===== src/rtl/display_write_frame_scheduler_assert.svh =====
// Assertion macros used by the display write frame scheduler core module.
// Each macro expects signals named clk and rst_n in the including scope.
`ifndef DISPLAY_WRITE_FRAME_SCHEDULER_ASSERT_SVH
`define DISPLAY_WRITE_FRAME_SCHEDULER_ASSERT_SVH

// The condition holds at every clock edge outside reset.
`define DWFS_ASSERT_ALWAYS(lbl, cond, msg) \
  lbl: assert property (@(posedge clk) disable iff (!rst_n) (cond)) else $error(msg);

// When the antecedent holds, the consequent holds in the same cycle.
`define DWFS_ASSERT_IMPL(lbl, ante, cons, msg) \
  lbl: assert property (@(posedge clk) disable iff (!rst_n) (ante) |-> (cons)) else $error(msg);

// When the antecedent holds, the consequent holds in the next cycle.
`define DWFS_ASSERT_NEXT(lbl, ante, cons, msg) \
  lbl: assert property (@(posedge clk) disable iff (!rst_n) (ante) |=> (cons)) else $error(msg);

`endif


===== src/rtl/dwfs_pkg.sv =====
// Package for the display write frame scheduler: event and result codes,
// the result record, the core-to-queue push bundle and fixed field widths.
package dwfs_pkg;

  localparam int GEN_PORT_W = 16;
  localparam int LINE_W     = 12;
  localparam int CNT_W      = 3;
  localparam int RES_DEPTH  = 4;
  localparam int RES_PTR_W  = 2;
  localparam int RES_CNT_W  = 3;

  localparam logic [CNT_W-1:0] CNT_MAX        = 3'd7;
  localparam logic [CNT_W-1:0] BLOCKS_PER_GEN = 3'd2;

  localparam logic [LINE_W-1:0] FRONT_ROWS_RST = 12'd180;
  localparam logic [LINE_W-1:0] PANEL_ROWS_RST = 12'd360;

  localparam logic CFG_FRONT_ROWS = 1'b0;
  localparam logic CFG_PANEL_ROWS = 1'b1;

  typedef enum logic [1:0] {
    EVT_HALF_SCAN   = 2'd0,
    EVT_FRAME_START = 2'd1,
    EVT_RENDER_DONE = 2'd2,
    EVT_WRITE_DONE  = 2'd3
  } evt_mode_t;

  typedef enum logic [1:0] {
    RES_RENDER   = 2'd0,
    RES_WRITE    = 2'd1,
    RES_COMPLETE = 2'd2
  } res_kind_t;

  typedef struct packed {
    res_kind_t              kind;
    logic [GEN_PORT_W-1:0]  gen;
    logic [LINE_W-1:0]      start;
    logic [LINE_W-1:0]      count;
    logic                   last;
  } res_t;

  typedef struct packed {
    logic [1:0] cnt;
    res_t       first;
    res_t       second;
  } res_push_t;

endpackage


===== src/rtl/dwfs_core.sv =====
// Scheduler core: generation, render, lock, pending and slot state, updated
// once per event. Depends on dwfs_pkg and the assertion macros in the header.
`include "display_write_frame_scheduler_assert.svh"

module dwfs_core #(
  parameter int GEN_SLOTS       = 4,
  parameter int INFLIGHT_BUDGET = 1,
  parameter int GEN_W           = 16
) (
  input  logic                          clk,
  input  logic                          rst_n,
  input  logic                          fire,
  input  logic [1:0]                    evt_mode,
  input  logic [GEN_W-1:0]              evt_gen,
  input  logic                          queue_accepts,
  input  logic [dwfs_pkg::LINE_W-1:0]   front_rows,
  input  logic [dwfs_pkg::LINE_W-1:0]   panel_rows,
  output dwfs_pkg::res_push_t           push
);

  localparam int SIW = $clog2(GEN_SLOTS);
  localparam int PTW = $clog2(GEN_SLOTS + 1);
  localparam int IFW = $clog2(INFLIGHT_BUDGET + 1);
  localparam int CW  = dwfs_pkg::CNT_W;
  localparam int LW  = dwfs_pkg::LINE_W;

  logic [GEN_W-1:0] gen_ctr_r, gen_ctr_nxt;
  logic             rend_vld_r, rend_vld_nxt;
  logic [GEN_W-1:0] rend_gen_r, rend_gen_nxt;
  logic             rdy_vld_r, rdy_vld_nxt;
  logic [GEN_W-1:0] rdy_gen_r, rdy_gen_nxt;
  logic             lock_vld_r, lock_vld_nxt;
  logic [GEN_W-1:0] lock_gen_r, lock_gen_nxt;
  logic [PTW-1:0]   pend_total_r, pend_total_nxt;
  logic [GEN_W-1:0] pend_list_r [GEN_SLOTS];
  logic [GEN_W-1:0] pend_list_nxt [GEN_SLOTS];
  logic             slot_used_r [GEN_SLOTS];
  logic             slot_used_nxt [GEN_SLOTS];
  logic [GEN_W-1:0] slot_gen_r [GEN_SLOTS];
  logic [GEN_W-1:0] slot_gen_nxt [GEN_SLOTS];
  logic [CW-1:0]    slot_sub_r [GEN_SLOTS];
  logic [CW-1:0]    slot_sub_nxt [GEN_SLOTS];
  logic [CW-1:0]    slot_out_r [GEN_SLOTS];
  logic [CW-1:0]    slot_out_nxt [GEN_SLOTS];
  logic [IFW-1:0]   infl_r, infl_nxt;

  dwfs_pkg::evt_mode_t mode;
  logic             scan_evt;
  logic             lock_take;
  logic             wr_lock_vld;
  logic [GEN_W-1:0] wr_gen;
  logic [GEN_W-1:0] chk_gen;
  logic             pend_any;
  logic [SIW-1:0]   pend_idx;
  logic             hit_any;
  logic [SIW-1:0]   hit_idx;
  logic             free_any;
  logic [SIW-1:0]   free_idx;
  logic [SIW-1:0]   sidx;
  logic [PTW-1:0]   pend_last;
  logic [LW-1:0]    blk_start;
  logic [LW-1:0]    blk_len;
  logic             blk_room;
  logic             blk_ok;
  logic             claim;
  logic             write_go;
  logic             render_go;
  logic [CW-1:0]    sub_base;
  logic [CW-1:0]    out_base;
  logic [CW-1:0]    out_dec;
  logic [GEN_W-1:0] gen_inc;
  logic             rdone_fire;
  logic             two_push;
  dwfs_pkg::res_t   res_render;
  dwfs_pkg::res_t   res_write;
  dwfs_pkg::res_t   res_done;

  assign mode        = dwfs_pkg::evt_mode_t'(evt_mode);
  assign scan_evt    = (mode == dwfs_pkg::EVT_HALF_SCAN) ||
                       (mode == dwfs_pkg::EVT_FRAME_START);
  assign lock_take   = (mode == dwfs_pkg::EVT_HALF_SCAN) && rdy_vld_r;
  assign wr_gen      = lock_take ? rdy_gen_r : lock_gen_r;
  assign wr_lock_vld = lock_take || lock_vld_r;
  assign chk_gen     = scan_evt ? wr_gen : evt_gen;
  assign pend_last   = pend_total_r - PTW'(1);
  assign gen_inc     = gen_ctr_r + GEN_W'(1);

  always_comb begin
    pend_any = 1'b0;
    pend_idx = '0;
    hit_any  = 1'b0;
    hit_idx  = '0;
    free_any = 1'b0;
    free_idx = '0;
    for (int i = GEN_SLOTS - 1; i >= 0; i--) begin
      if ((PTW'(i) < pend_total_r) && (pend_list_r[i] == chk_gen)) begin
        pend_any = 1'b1;
        pend_idx = SIW'(i);
      end
      if (slot_used_r[i] && (slot_gen_r[i] == chk_gen)) begin
        hit_any = 1'b1;
        hit_idx = SIW'(i);
      end
      if (!slot_used_r[i]) begin
        free_any = 1'b1;
        free_idx = SIW'(i);
      end
    end
  end

  assign sidx = hit_any ? hit_idx : free_idx;

  always_comb begin
    if (mode == dwfs_pkg::EVT_FRAME_START) begin
      blk_start = front_rows;
      blk_len   = panel_rows - front_rows;
      blk_room  = panel_rows > front_rows;
    end else begin
      blk_start = '0;
      blk_len   = front_rows;
      blk_room  = 1'b1;
    end
  end

  assign blk_ok = scan_evt && wr_lock_vld && (infl_r < IFW'(INFLIGHT_BUDGET)) && blk_room &&
                  (blk_len != '0) && pend_any;
  assign claim     = blk_ok && !hit_any && free_any;
  assign write_go  = blk_ok && (hit_any || free_any) && queue_accepts;
  assign render_go = (mode == dwfs_pkg::EVT_HALF_SCAN) && !rend_vld_r &&
                     (pend_total_r <= PTW'(1));

  assign sub_base = claim ? '0 : slot_sub_r[sidx];
  assign out_base = claim ? '0 : slot_out_r[sidx];
  assign out_dec  = (slot_out_r[sidx] != '0) ? slot_out_r[sidx] - CW'(1) : '0;

  always_comb begin
    res_render       = '0;
    res_render.kind  = dwfs_pkg::RES_RENDER;
    res_render.gen   = dwfs_pkg::GEN_PORT_W'(gen_inc);
    res_render.last  = !write_go;
    res_write        = '0;
    res_write.kind   = dwfs_pkg::RES_WRITE;
    res_write.gen    = dwfs_pkg::GEN_PORT_W'(wr_gen);
    res_write.start  = blk_start;
    res_write.count  = blk_len;
    res_write.last   = 1'b1;
    res_done         = '0;
    res_done.kind    = dwfs_pkg::RES_COMPLETE;
    res_done.gen     = dwfs_pkg::GEN_PORT_W'(evt_gen);
    res_done.last    = 1'b1;
  end

  always_comb begin
    gen_ctr_nxt    = gen_ctr_r;
    rend_vld_nxt   = rend_vld_r;
    rend_gen_nxt   = rend_gen_r;
    rdy_vld_nxt    = rdy_vld_r;
    rdy_gen_nxt    = rdy_gen_r;
    lock_vld_nxt   = lock_vld_r;
    lock_gen_nxt   = lock_gen_r;
    pend_total_nxt = pend_total_r;
    pend_list_nxt  = pend_list_r;
    slot_used_nxt  = slot_used_r;
    slot_gen_nxt   = slot_gen_r;
    slot_sub_nxt   = slot_sub_r;
    slot_out_nxt   = slot_out_r;
    infl_nxt       = infl_r;
    push           = '0;
    if (fire) begin
      case (mode)
        dwfs_pkg::EVT_HALF_SCAN, dwfs_pkg::EVT_FRAME_START: begin
          if (lock_take) begin
            lock_gen_nxt = rdy_gen_r;
            lock_vld_nxt = 1'b1;
            rdy_vld_nxt  = 1'b0;
          end
          if (render_go) begin
            gen_ctr_nxt  = gen_inc;
            rend_gen_nxt = gen_inc;
            rend_vld_nxt = 1'b1;
          end
          if (claim) begin
            slot_used_nxt[sidx] = 1'b1;
            slot_gen_nxt[sidx]  = wr_gen;
            slot_sub_nxt[sidx]  = '0;
            slot_out_nxt[sidx]  = '0;
          end
          if (write_go) begin
            infl_nxt           = infl_r + IFW'(1);
            slot_sub_nxt[sidx] = (sub_base == dwfs_pkg::CNT_MAX) ? sub_base :
                                 sub_base + CW'(1);
            slot_out_nxt[sidx] = (out_base == dwfs_pkg::CNT_MAX) ? out_base :
                                 out_base + CW'(1);
          end
          if (render_go) begin
            push.first  = res_render;
            push.second = res_write;
            push.cnt    = write_go ? 2'd2 : 2'd1;
          end else if (write_go) begin
            push.first = res_write;
            push.cnt   = 2'd1;
          end
        end
        dwfs_pkg::EVT_RENDER_DONE: begin
          if (rend_vld_r && (rend_gen_r == evt_gen)) begin
            rend_vld_nxt = 1'b0;
          end
          if (!pend_any && (pend_total_r < PTW'(GEN_SLOTS))) begin
            pend_list_nxt[pend_total_r[SIW-1:0]] = evt_gen;
            pend_total_nxt = pend_total_r + PTW'(1);
          end
          rdy_gen_nxt = evt_gen;
          rdy_vld_nxt = 1'b1;
        end
        dwfs_pkg::EVT_WRITE_DONE: begin
          if (infl_r != '0) begin
            infl_nxt = infl_r - IFW'(1);
          end
          if (hit_any) begin
            slot_out_nxt[sidx] = out_dec;
            if ((slot_sub_r[sidx] >= dwfs_pkg::BLOCKS_PER_GEN) && (out_dec == '0)) begin
              slot_used_nxt[sidx] = 1'b0;
              slot_sub_nxt[sidx]  = '0;
              slot_out_nxt[sidx]  = '0;
              if (pend_any) begin
                pend_list_nxt[pend_idx] = pend_list_r[pend_last[SIW-1:0]];
                pend_total_nxt          = pend_last;
              end
              push.first = res_done;
              push.cnt   = 2'd1;
            end
          end
        end
        default: begin
        end
      endcase
    end
  end

  always_ff @(posedge clk) begin
    if (!rst_n) begin
      gen_ctr_r    <= '0;
      rend_vld_r   <= 1'b0;
      rend_gen_r   <= '0;
      rdy_vld_r    <= 1'b0;
      rdy_gen_r    <= '0;
      lock_vld_r   <= 1'b0;
      lock_gen_r   <= '0;
      pend_total_r <= '0;
      infl_r       <= '0;
      for (int i = 0; i < GEN_SLOTS; i++) begin
        slot_used_r[i] <= 1'b0;
        slot_sub_r[i]  <= '0;
        slot_out_r[i]  <= '0;
      end
    end else begin
      gen_ctr_r    <= gen_ctr_nxt;
      rend_vld_r   <= rend_vld_nxt;
      rend_gen_r   <= rend_gen_nxt;
      rdy_vld_r    <= rdy_vld_nxt;
      rdy_gen_r    <= rdy_gen_nxt;
      lock_vld_r   <= lock_vld_nxt;
      lock_gen_r   <= lock_gen_nxt;
      pend_total_r <= pend_total_nxt;
      infl_r       <= infl_nxt;
      slot_used_r  <= slot_used_nxt;
      slot_sub_r   <= slot_sub_nxt;
      slot_out_r   <= slot_out_nxt;
    end
  end

  always_ff @(posedge clk) begin
    pend_list_r <= pend_list_nxt;
    slot_gen_r  <= slot_gen_nxt;
  end

  assign rdone_fire = fire && (mode == dwfs_pkg::EVT_RENDER_DONE);
  assign two_push   = fire && (push.cnt == 2'd2);

  `DWFS_ASSERT_ALWAYS(a_pend_bound, pend_total_r <= PTW'(GEN_SLOTS), "pending set overflow")
  `DWFS_ASSERT_ALWAYS(a_infl_bound, infl_r <= IFW'(INFLIGHT_BUDGET), "in-flight over budget")
  `DWFS_ASSERT_NEXT(a_rdone_latch, rdone_fire, rdy_vld_r && (pend_total_r != '0), "ready lost")
  `DWFS_ASSERT_IMPL(a_dual_scan, two_push, mode == dwfs_pkg::EVT_HALF_SCAN, "two results off scan")

endmodule


===== src/rtl/dwfs_res_fifo.sv =====
// Result queue: takes up to two result records a cycle from the core and
// hands them out one beat at a time. Depends on dwfs_pkg.
module dwfs_res_fifo (
  input  logic                clk,
  input  logic                rst_n,
  input  dwfs_pkg::res_push_t push,
  output logic                room,
  output logic                out_valid,
  input  logic                out_stall,
  output dwfs_pkg::res_t      head
);

  localparam int PW = dwfs_pkg::RES_PTR_W;
  localparam int CW = dwfs_pkg::RES_CNT_W;

  dwfs_pkg::res_t mem_r [dwfs_pkg::RES_DEPTH];
  logic [PW-1:0]  wr_ptr_r, wr_ptr_nxt;
  logic [PW-1:0]  rd_ptr_r, rd_ptr_nxt;
  logic [CW-1:0]  cnt_r, cnt_nxt;
  logic [PW-1:0]  wr_ptr_p1;
  logic           pop;

  assign room      = cnt_r <= CW'(dwfs_pkg::RES_DEPTH - 2);
  assign out_valid = cnt_r != '0;
  assign pop       = out_valid && !out_stall;
  assign head      = mem_r[rd_ptr_r];
  assign wr_ptr_p1 = wr_ptr_r + PW'(1);

  always_comb begin
    wr_ptr_nxt = wr_ptr_r + PW'(push.cnt);
    rd_ptr_nxt = pop ? rd_ptr_r + PW'(1) : rd_ptr_r;
    cnt_nxt    = cnt_r + CW'(push.cnt) - CW'(pop);
  end

  always_ff @(posedge clk) begin
    if (!rst_n) begin
      wr_ptr_r <= '0;
      rd_ptr_r <= '0;
      cnt_r    <= '0;
    end else begin
      wr_ptr_r <= wr_ptr_nxt;
      rd_ptr_r <= rd_ptr_nxt;
      cnt_r    <= cnt_nxt;
    end
  end

  always_ff @(posedge clk) begin
    if (push.cnt != 2'd0) begin
      mem_r[wr_ptr_r] <= push.first;
    end
    if (push.cnt == 2'd2) begin
      mem_r[wr_ptr_p1] <= push.second;
    end
  end

endmodule


===== src/rtl/display_write_frame_scheduler.sv =====
// Display write frame scheduler top level. An event is held in the input register and
// processed by the core once the result queue has room; its results enter the queue.
// Throughput: one event per cycle while the result queue holds at most two records;
// results leave at one beat per cycle while out_stall is low, so events with two results set the pace.
// Reset is synchronous and active low; it clears all scheduler state and the queue
// and restores the front half to 180 lines and the panel to 360 lines.
module display_write_frame_scheduler #(
  parameter int GEN_SLOTS       = 4,
  parameter int INFLIGHT_BUDGET = 1,
  parameter int GEN_BITS        = 16
) (
  input  logic                              clk,
  input  logic                              rst_n,
  input  logic                              in_valid,
  output logic                              in_stall,
  input  logic [1:0]                        in_event_mode,
  input  logic [dwfs_pkg::GEN_PORT_W-1:0]   in_event_gen,
  input  logic                              in_queue_accepts,
  output logic                              out_valid,
  input  logic                              out_stall,
  output logic [1:0]                        out_result_kind,
  output logic [dwfs_pkg::GEN_PORT_W-1:0]   out_result_gen,
  output logic [dwfs_pkg::LINE_W-1:0]       out_first_row,
  output logic [dwfs_pkg::LINE_W-1:0]       out_line_count,
  output logic                              out_last,
  input  logic                              cfg_wr_en,
  input  logic                              cfg_index,
  input  logic [dwfs_pkg::LINE_W-1:0]       cfg_wdata
);

  localparam int GEN_W = (GEN_BITS < dwfs_pkg::GEN_PORT_W) ? GEN_BITS : dwfs_pkg::GEN_PORT_W;

  logic                            in_vld_r;
  logic [1:0]                      evt_mode_r;
  logic [dwfs_pkg::GEN_PORT_W-1:0] evt_gen_r;
  logic                            qacc_r;
  logic [dwfs_pkg::LINE_W-1:0]     front_rows_r;
  logic [dwfs_pkg::LINE_W-1:0]     panel_rows_r;
  logic                            room;
  logic                            fire;
  logic                            in_take;
  dwfs_pkg::res_push_t             push;
  dwfs_pkg::res_t                  head;

  assign fire     = in_vld_r && room;
  assign in_stall = in_vld_r && !room;
  assign in_take  = in_valid && !in_stall;

  always_ff @(posedge clk) begin
    if (!rst_n) begin
      in_vld_r <= 1'b0;
    end else if (in_take) begin
      in_vld_r <= 1'b1;
    end else if (fire) begin
      in_vld_r <= 1'b0;
    end
  end

  always_ff @(posedge clk) begin
    if (in_take) begin
      evt_mode_r <= in_event_mode;
      evt_gen_r  <= in_event_gen;
      qacc_r     <= in_queue_accepts;
    end
  end

  always_ff @(posedge clk) begin
    if (!rst_n) begin
      front_rows_r <= dwfs_pkg::FRONT_ROWS_RST;
      panel_rows_r <= dwfs_pkg::PANEL_ROWS_RST;
    end else if (cfg_wr_en) begin
      case (cfg_index)
        dwfs_pkg::CFG_FRONT_ROWS: begin
          front_rows_r <= cfg_wdata;
        end
        dwfs_pkg::CFG_PANEL_ROWS: begin
          panel_rows_r <= cfg_wdata;
        end
        default: begin
        end
      endcase
    end
  end

  dwfs_core #(
    .GEN_SLOTS       (GEN_SLOTS),
    .INFLIGHT_BUDGET (INFLIGHT_BUDGET),
    .GEN_W           (GEN_W)
  ) u_core (
    .clk           (clk),
    .rst_n         (rst_n),
    .fire          (fire),
    .evt_mode      (evt_mode_r),
    .evt_gen       (evt_gen_r[GEN_W-1:0]),
    .queue_accepts (qacc_r),
    .front_rows    (front_rows_r),
    .panel_rows    (panel_rows_r),
    .push          (push)
  );

  dwfs_res_fifo u_res_fifo (
    .clk       (clk),
    .rst_n     (rst_n),
    .push      (push),
    .room      (room),
    .out_valid (out_valid),
    .out_stall (out_stall),
    .head      (head)
  );

  assign out_result_kind = head.kind;
  assign out_result_gen  = head.gen;
  assign out_first_row   = head.start;
  assign out_line_count  = head.count;
  assign out_last        = head.last;

endmodule

===== config.mk =====
export PLATFORM = sky130hd
export DESIGN_NAME = display_write_frame_scheduler
export DESIGN_NICKNAME = d
export VERILOG_FILES = /design/src/rtl/dwfs_pkg.sv /design/src/rtl/dwfs_core.sv /design/src/rtl/dwfs_res_fifo.sv /design/src/rtl/display_write_frame_scheduler.sv
export VERILOG_INCLUDE_DIRS = /design/src /design/src/rtl
export SDC_FILE = /design/constraint.sdc
export NUM_CORES = 1
export LEC_CHECK = 0
export BUFFER_PORTS_ARGS = -buffer_cell sky130_fd_sc_hd__buf_2
export CELL_PAD_IN_SITES_DETAIL_PLACEMENT = 1
export CELL_PAD_IN_SITES_GLOBAL_PLACEMENT = 1
export CORE_UTILIZATION = 45
export CTS_BUF_LIST = sky130_fd_sc_hd__clkbuf_16
export CTS_CLUSTER_SIZE = 12
export DETAILED_ROUTE_END_ITERATION = 10
export PLACE_DENSITY = 0.8
export SLEW_MARGIN = 25
export SYNTH_ARGS = -nofsm -noshare
export SYNTH_HDL_FRONTEND = slang
export SYNTH_SLANG_ARGS = --single-unit

===== constraint.sdc =====
create_clock -name clk -period 6.4 [get_ports clk]
set_input_delay 0.64 -clock clk [delete_from_list [all_inputs] [get_ports clk]]
set_output_delay 0.64 -clock clk [all_outputs]
set_load 0.01 [all_outputs]

==> flow_summary.toml <==
[worst_setup_path]
timing.rr.start = "evt_mode_r[0]"
reg2regPathDepth = 21
critical_path.startpoint = "evt_mode_r[0]"
cp-start-kind = "flip-flop"
worst-path-buf-inv = 6
arrival_ns = 6.60
critPathKind = "reg -> reg"
worstPathCellList = "buf_4, buf_4, nand4bb_1, o311ai_2, buf_4, xnor2_1, nand4_1, nor4_2, nor3_1, o21a_1, a22o_1, nor3_2, inv_1, ha_1, nor2b_1, and4b_1, o221a_1, buf_4, o21ai_2, buf_4, o32ai_1"
cp_slowest_cell = "nor4_2"
cp.required_ns = 6.72
critPathCaptureType = "flip-flop"
max_stage_delay_ns = 0.60
reg2reg_to = "u_res_fifo.mem_r[0][40]"
worst_path_most_repeated_cell = "buf_4"
rrSetupSlack_ns = 0.12
critPathTopFamily = "simple AND/OR/NAND/NOR gates"
critPathMaxFanout = 30

[die]
die_x_um = 228
coreArea_um2 = 50200
die_area_um2 = 51800
io_pins = 82
row_count = 82
start_util = 0.456
die_h_um = 228

[power]
powerDensity_nw_per_um2 = 275
p_comb_frac = 0.178
leakage_uw = 0.00877
power.internal_uw = 5040
pwr-share-seq = 0.442
clkPwrFrac = 0.380
power_uw = 7110
swShare = 0.291
switching_power_uw = 2070
peakVddDrop_mv = 0.233

[synth]
syn_avg_cell_area_um2 = 10.7
synthCells = 2148
netlist.area_leader.share = 0.413
synth_seq_area_share = 0.519
synth_top_family_by_area = "simple AND/OR/NAND/NOR gates"
syn_area_um2 = 22900
synthAdderAreaFrac = 0.0176
ys_types = 100
synth_compound_gate_area_share = 0.135
ys_async_sr_fraction = 0
synth_fp_nets = 2216
yosysWarnings = 0
synth_xor_area_frac = 0.0708
synthSimpleGateAreaFrac = 0.160
ys_seq_elements = 436
ys_dominant_reg_cell = "edfxtp_1"
synth_edf_count = 315
synth.area.top_cells = "edfxtp_1 41%, dfxtp_1 11%, xnor2_1 4.4%, nand2_1 4.4%, mux4_2 4.2%"
synth_mux_area_frac = 0.0595
synth_top_area_cell = "edfxtp_1"

[grt]
grt_pass1_vias = 19000
antenna_found_initial = 0
grt_pass1_wl_mm = 118
grt_overflow_total = 0
grt_usage = 0.306
grt_start_max_net_pins = 78

[hold_path]
hold_path.class = "in -> reg"
hp-start = "in_event_gen[12]"
holdPathEnd = "evt_gen_r[12]"
holdPathStages = 1

[sta]
fin_hold_ws_ns = 0.192
max_freq_ghz = 0.159
hold_viol_final = 0
post-route-period-util = 0.981
worst_pin_slew_ns = 0.972
fin_tns_setup_ns = 0
maxSlewHeadroom = 0.345
period_minus_slack_ns = 6.28
slew_violations = 0
fin_skew_ns = 0.0475
setup_viol = 0
rsz0062_at_grt = "yes"

[route]
drt_iter0_drc = 1960
finalWirelength_mm = 78.5
drtAntennaViolNets = 0
routed_via_density = 6.26
drc = 0
dr.pass1.iters = 5
vias = 18400
drt-wirelength-per-cell_um = 26.8

[clock_network]
htree_levels = 2
clk_pin_slew_ns = 0.06
clock_sinks = 436
hold_buffers = 0
cts_tree = "built"
numCtsBuffers = 48
cts_root_buffer = "clkbuf_16"
clk_path_buf_depth = 3
clk_latency_ns = 0.62

[place]
port_buffers = 81
place_congestion = 0.922
dp_hpwl_mm = 54.5
place_area_um2 = 24300

[outcome]
status = "finished clean"

[final_layout]
multiInputGateArea_um2 = 10300
fin_area_um2 = 25900
fill_cells = 5418
post-route-util = 0.516
nNetsFinal = 2287
area_delta_synth_final_pct = 13.0
drive_gt1_frac = 0.159
seq_area_um2 = 11900

[flow_run]
cap_violations = 0
-- cell usage in the layout, fill, tap and decap left out, drive strengths merged, types with 10 or more instances in the layout --
master,instances
a211oi,30
a21oi,93
a22oi,19
and2,15
and3,15
buf,165
clkbuf,49
clkinv,22
dfxtp,121
edfxtp,315
ha,29
inv,81
mux2,18
mux2i,19
mux4,43
nand2,270
nand2b,19
nand3,41
nand4,39
nand4bb,10
nor2,203
nor2b,19
nor3,22
nor4,26
o21ai,141
o22ai,80
o311ai,10
o31a,11
or3,10
xnor2,116
xor2,69
-- timing repair --
item | in CTS | in global routing
setup endpoints to repair | 0 | 111
setup buffers | 0 | 2
resized for setup | 0 | 5
-- worst max-delay path by stage --
stage | end | depth (start not counted) | slack [ns]
CTS | u_res_fifo.mem_r[0][32] | 20 | 0.20
global route | u_res_fifo.cnt_r[2] | 25 | -0.03
detailed placement | u_res_fifo.mem_r[0][32] | 20 | 0.27
floorplan | u_res_fifo.cnt_r[2] | 28 | 0.69
finish | u_res_fifo.mem_r[0][40] | 21 | 0.12
global placement | u_res_fifo.mem_r[1][6] | 19 | 0.28
-- layer usage --
metal | share of wire | track usage
met5 | 0 | 0
met4 | 0.031 | 0.105
met3 | 0.086 | 0.0567
met2 | 0.47 | 0.496
met1 | 0.41 | 0.412
-- cells in the mapped netlist (all sizes together), types with 11 or more instances --
cell,count
a211oi,30
a21oi,93
a22oi,19
and2,15
and3,15
buf,49
clkbuf,96
dfxtp,121
edfxtp,315
ha,29
inv,67
mux2,18
mux2i,19
mux4,43
nand2,270
nand2b,19
nand3,41
nand4,39
nor2,203
nor2b,19
nor3,22
nor4,26
o21ai,140
o22ai,80
o31a,11
xnor2,116
xor2,69
-- power groups by stage --
stage	logic, uW	clock network, uW	registers [uW]
floorplan	833	0	3170
CTS	1250	2720	3140
global placement	1200	0	3190
detailed placement	1240	0	3200
finish	1270	2700	3140
global route	1360	2820	3140
-- logic make-up after synthesis --
logic type / Yosys count
AO/OA/AOI/OAI: 463
XOR/XNOR: 185
multiplexers: 80
adder cells (fa/ha/maj): 31
buffers and inverters: 212
AND/OR/NAND/NOR: 741
flip-flops: 436
-- per-stage QoR --
stage / std cells / worst slack, ns
5_1_grt: 2930 / -0.0253
3_3_place_gp: 2838 / 0.283
4_1_cts: 2927 / 0.199
3_5_place_dp: 2838 / 0.266
6_report: 2931 / 0.120
2_1_floorplan: 2148 / 0.693
-- flip-flops by register name, indices dropped and copies added (netlist names), 12 cells and up, named ones only --
signal,flops
evt_gen_r,16
front_rows_r,12
panel_rows_r,12
u_core.gen_ctr_r,16
u_core.lock_gen_r,16
u_core.pend_list_r,64
u_core.rdy_gen_r,16
u_core.slot_gen_r,64
u_core.slot_out_r,12
u_core.slot_sub_r,12
u_res_fifo.mem_r,172
-- layout make-up --
type / count / share of cell area
Antenna cell: 1 / 0.0000967
Clock buffer: 49 / 0.0474
Clock inverter: 40 / 0.0109
Inverter: 67 / 0.00977
Multi-Input combinational cell: 1501 / 0.397
Sequential cell: 436 / 0.459
Tap cell: 672 / 0.0325
Timing Repair Buffer: 165 / 0.0429
No activity file was read; power rests on OpenSTA's default activity.
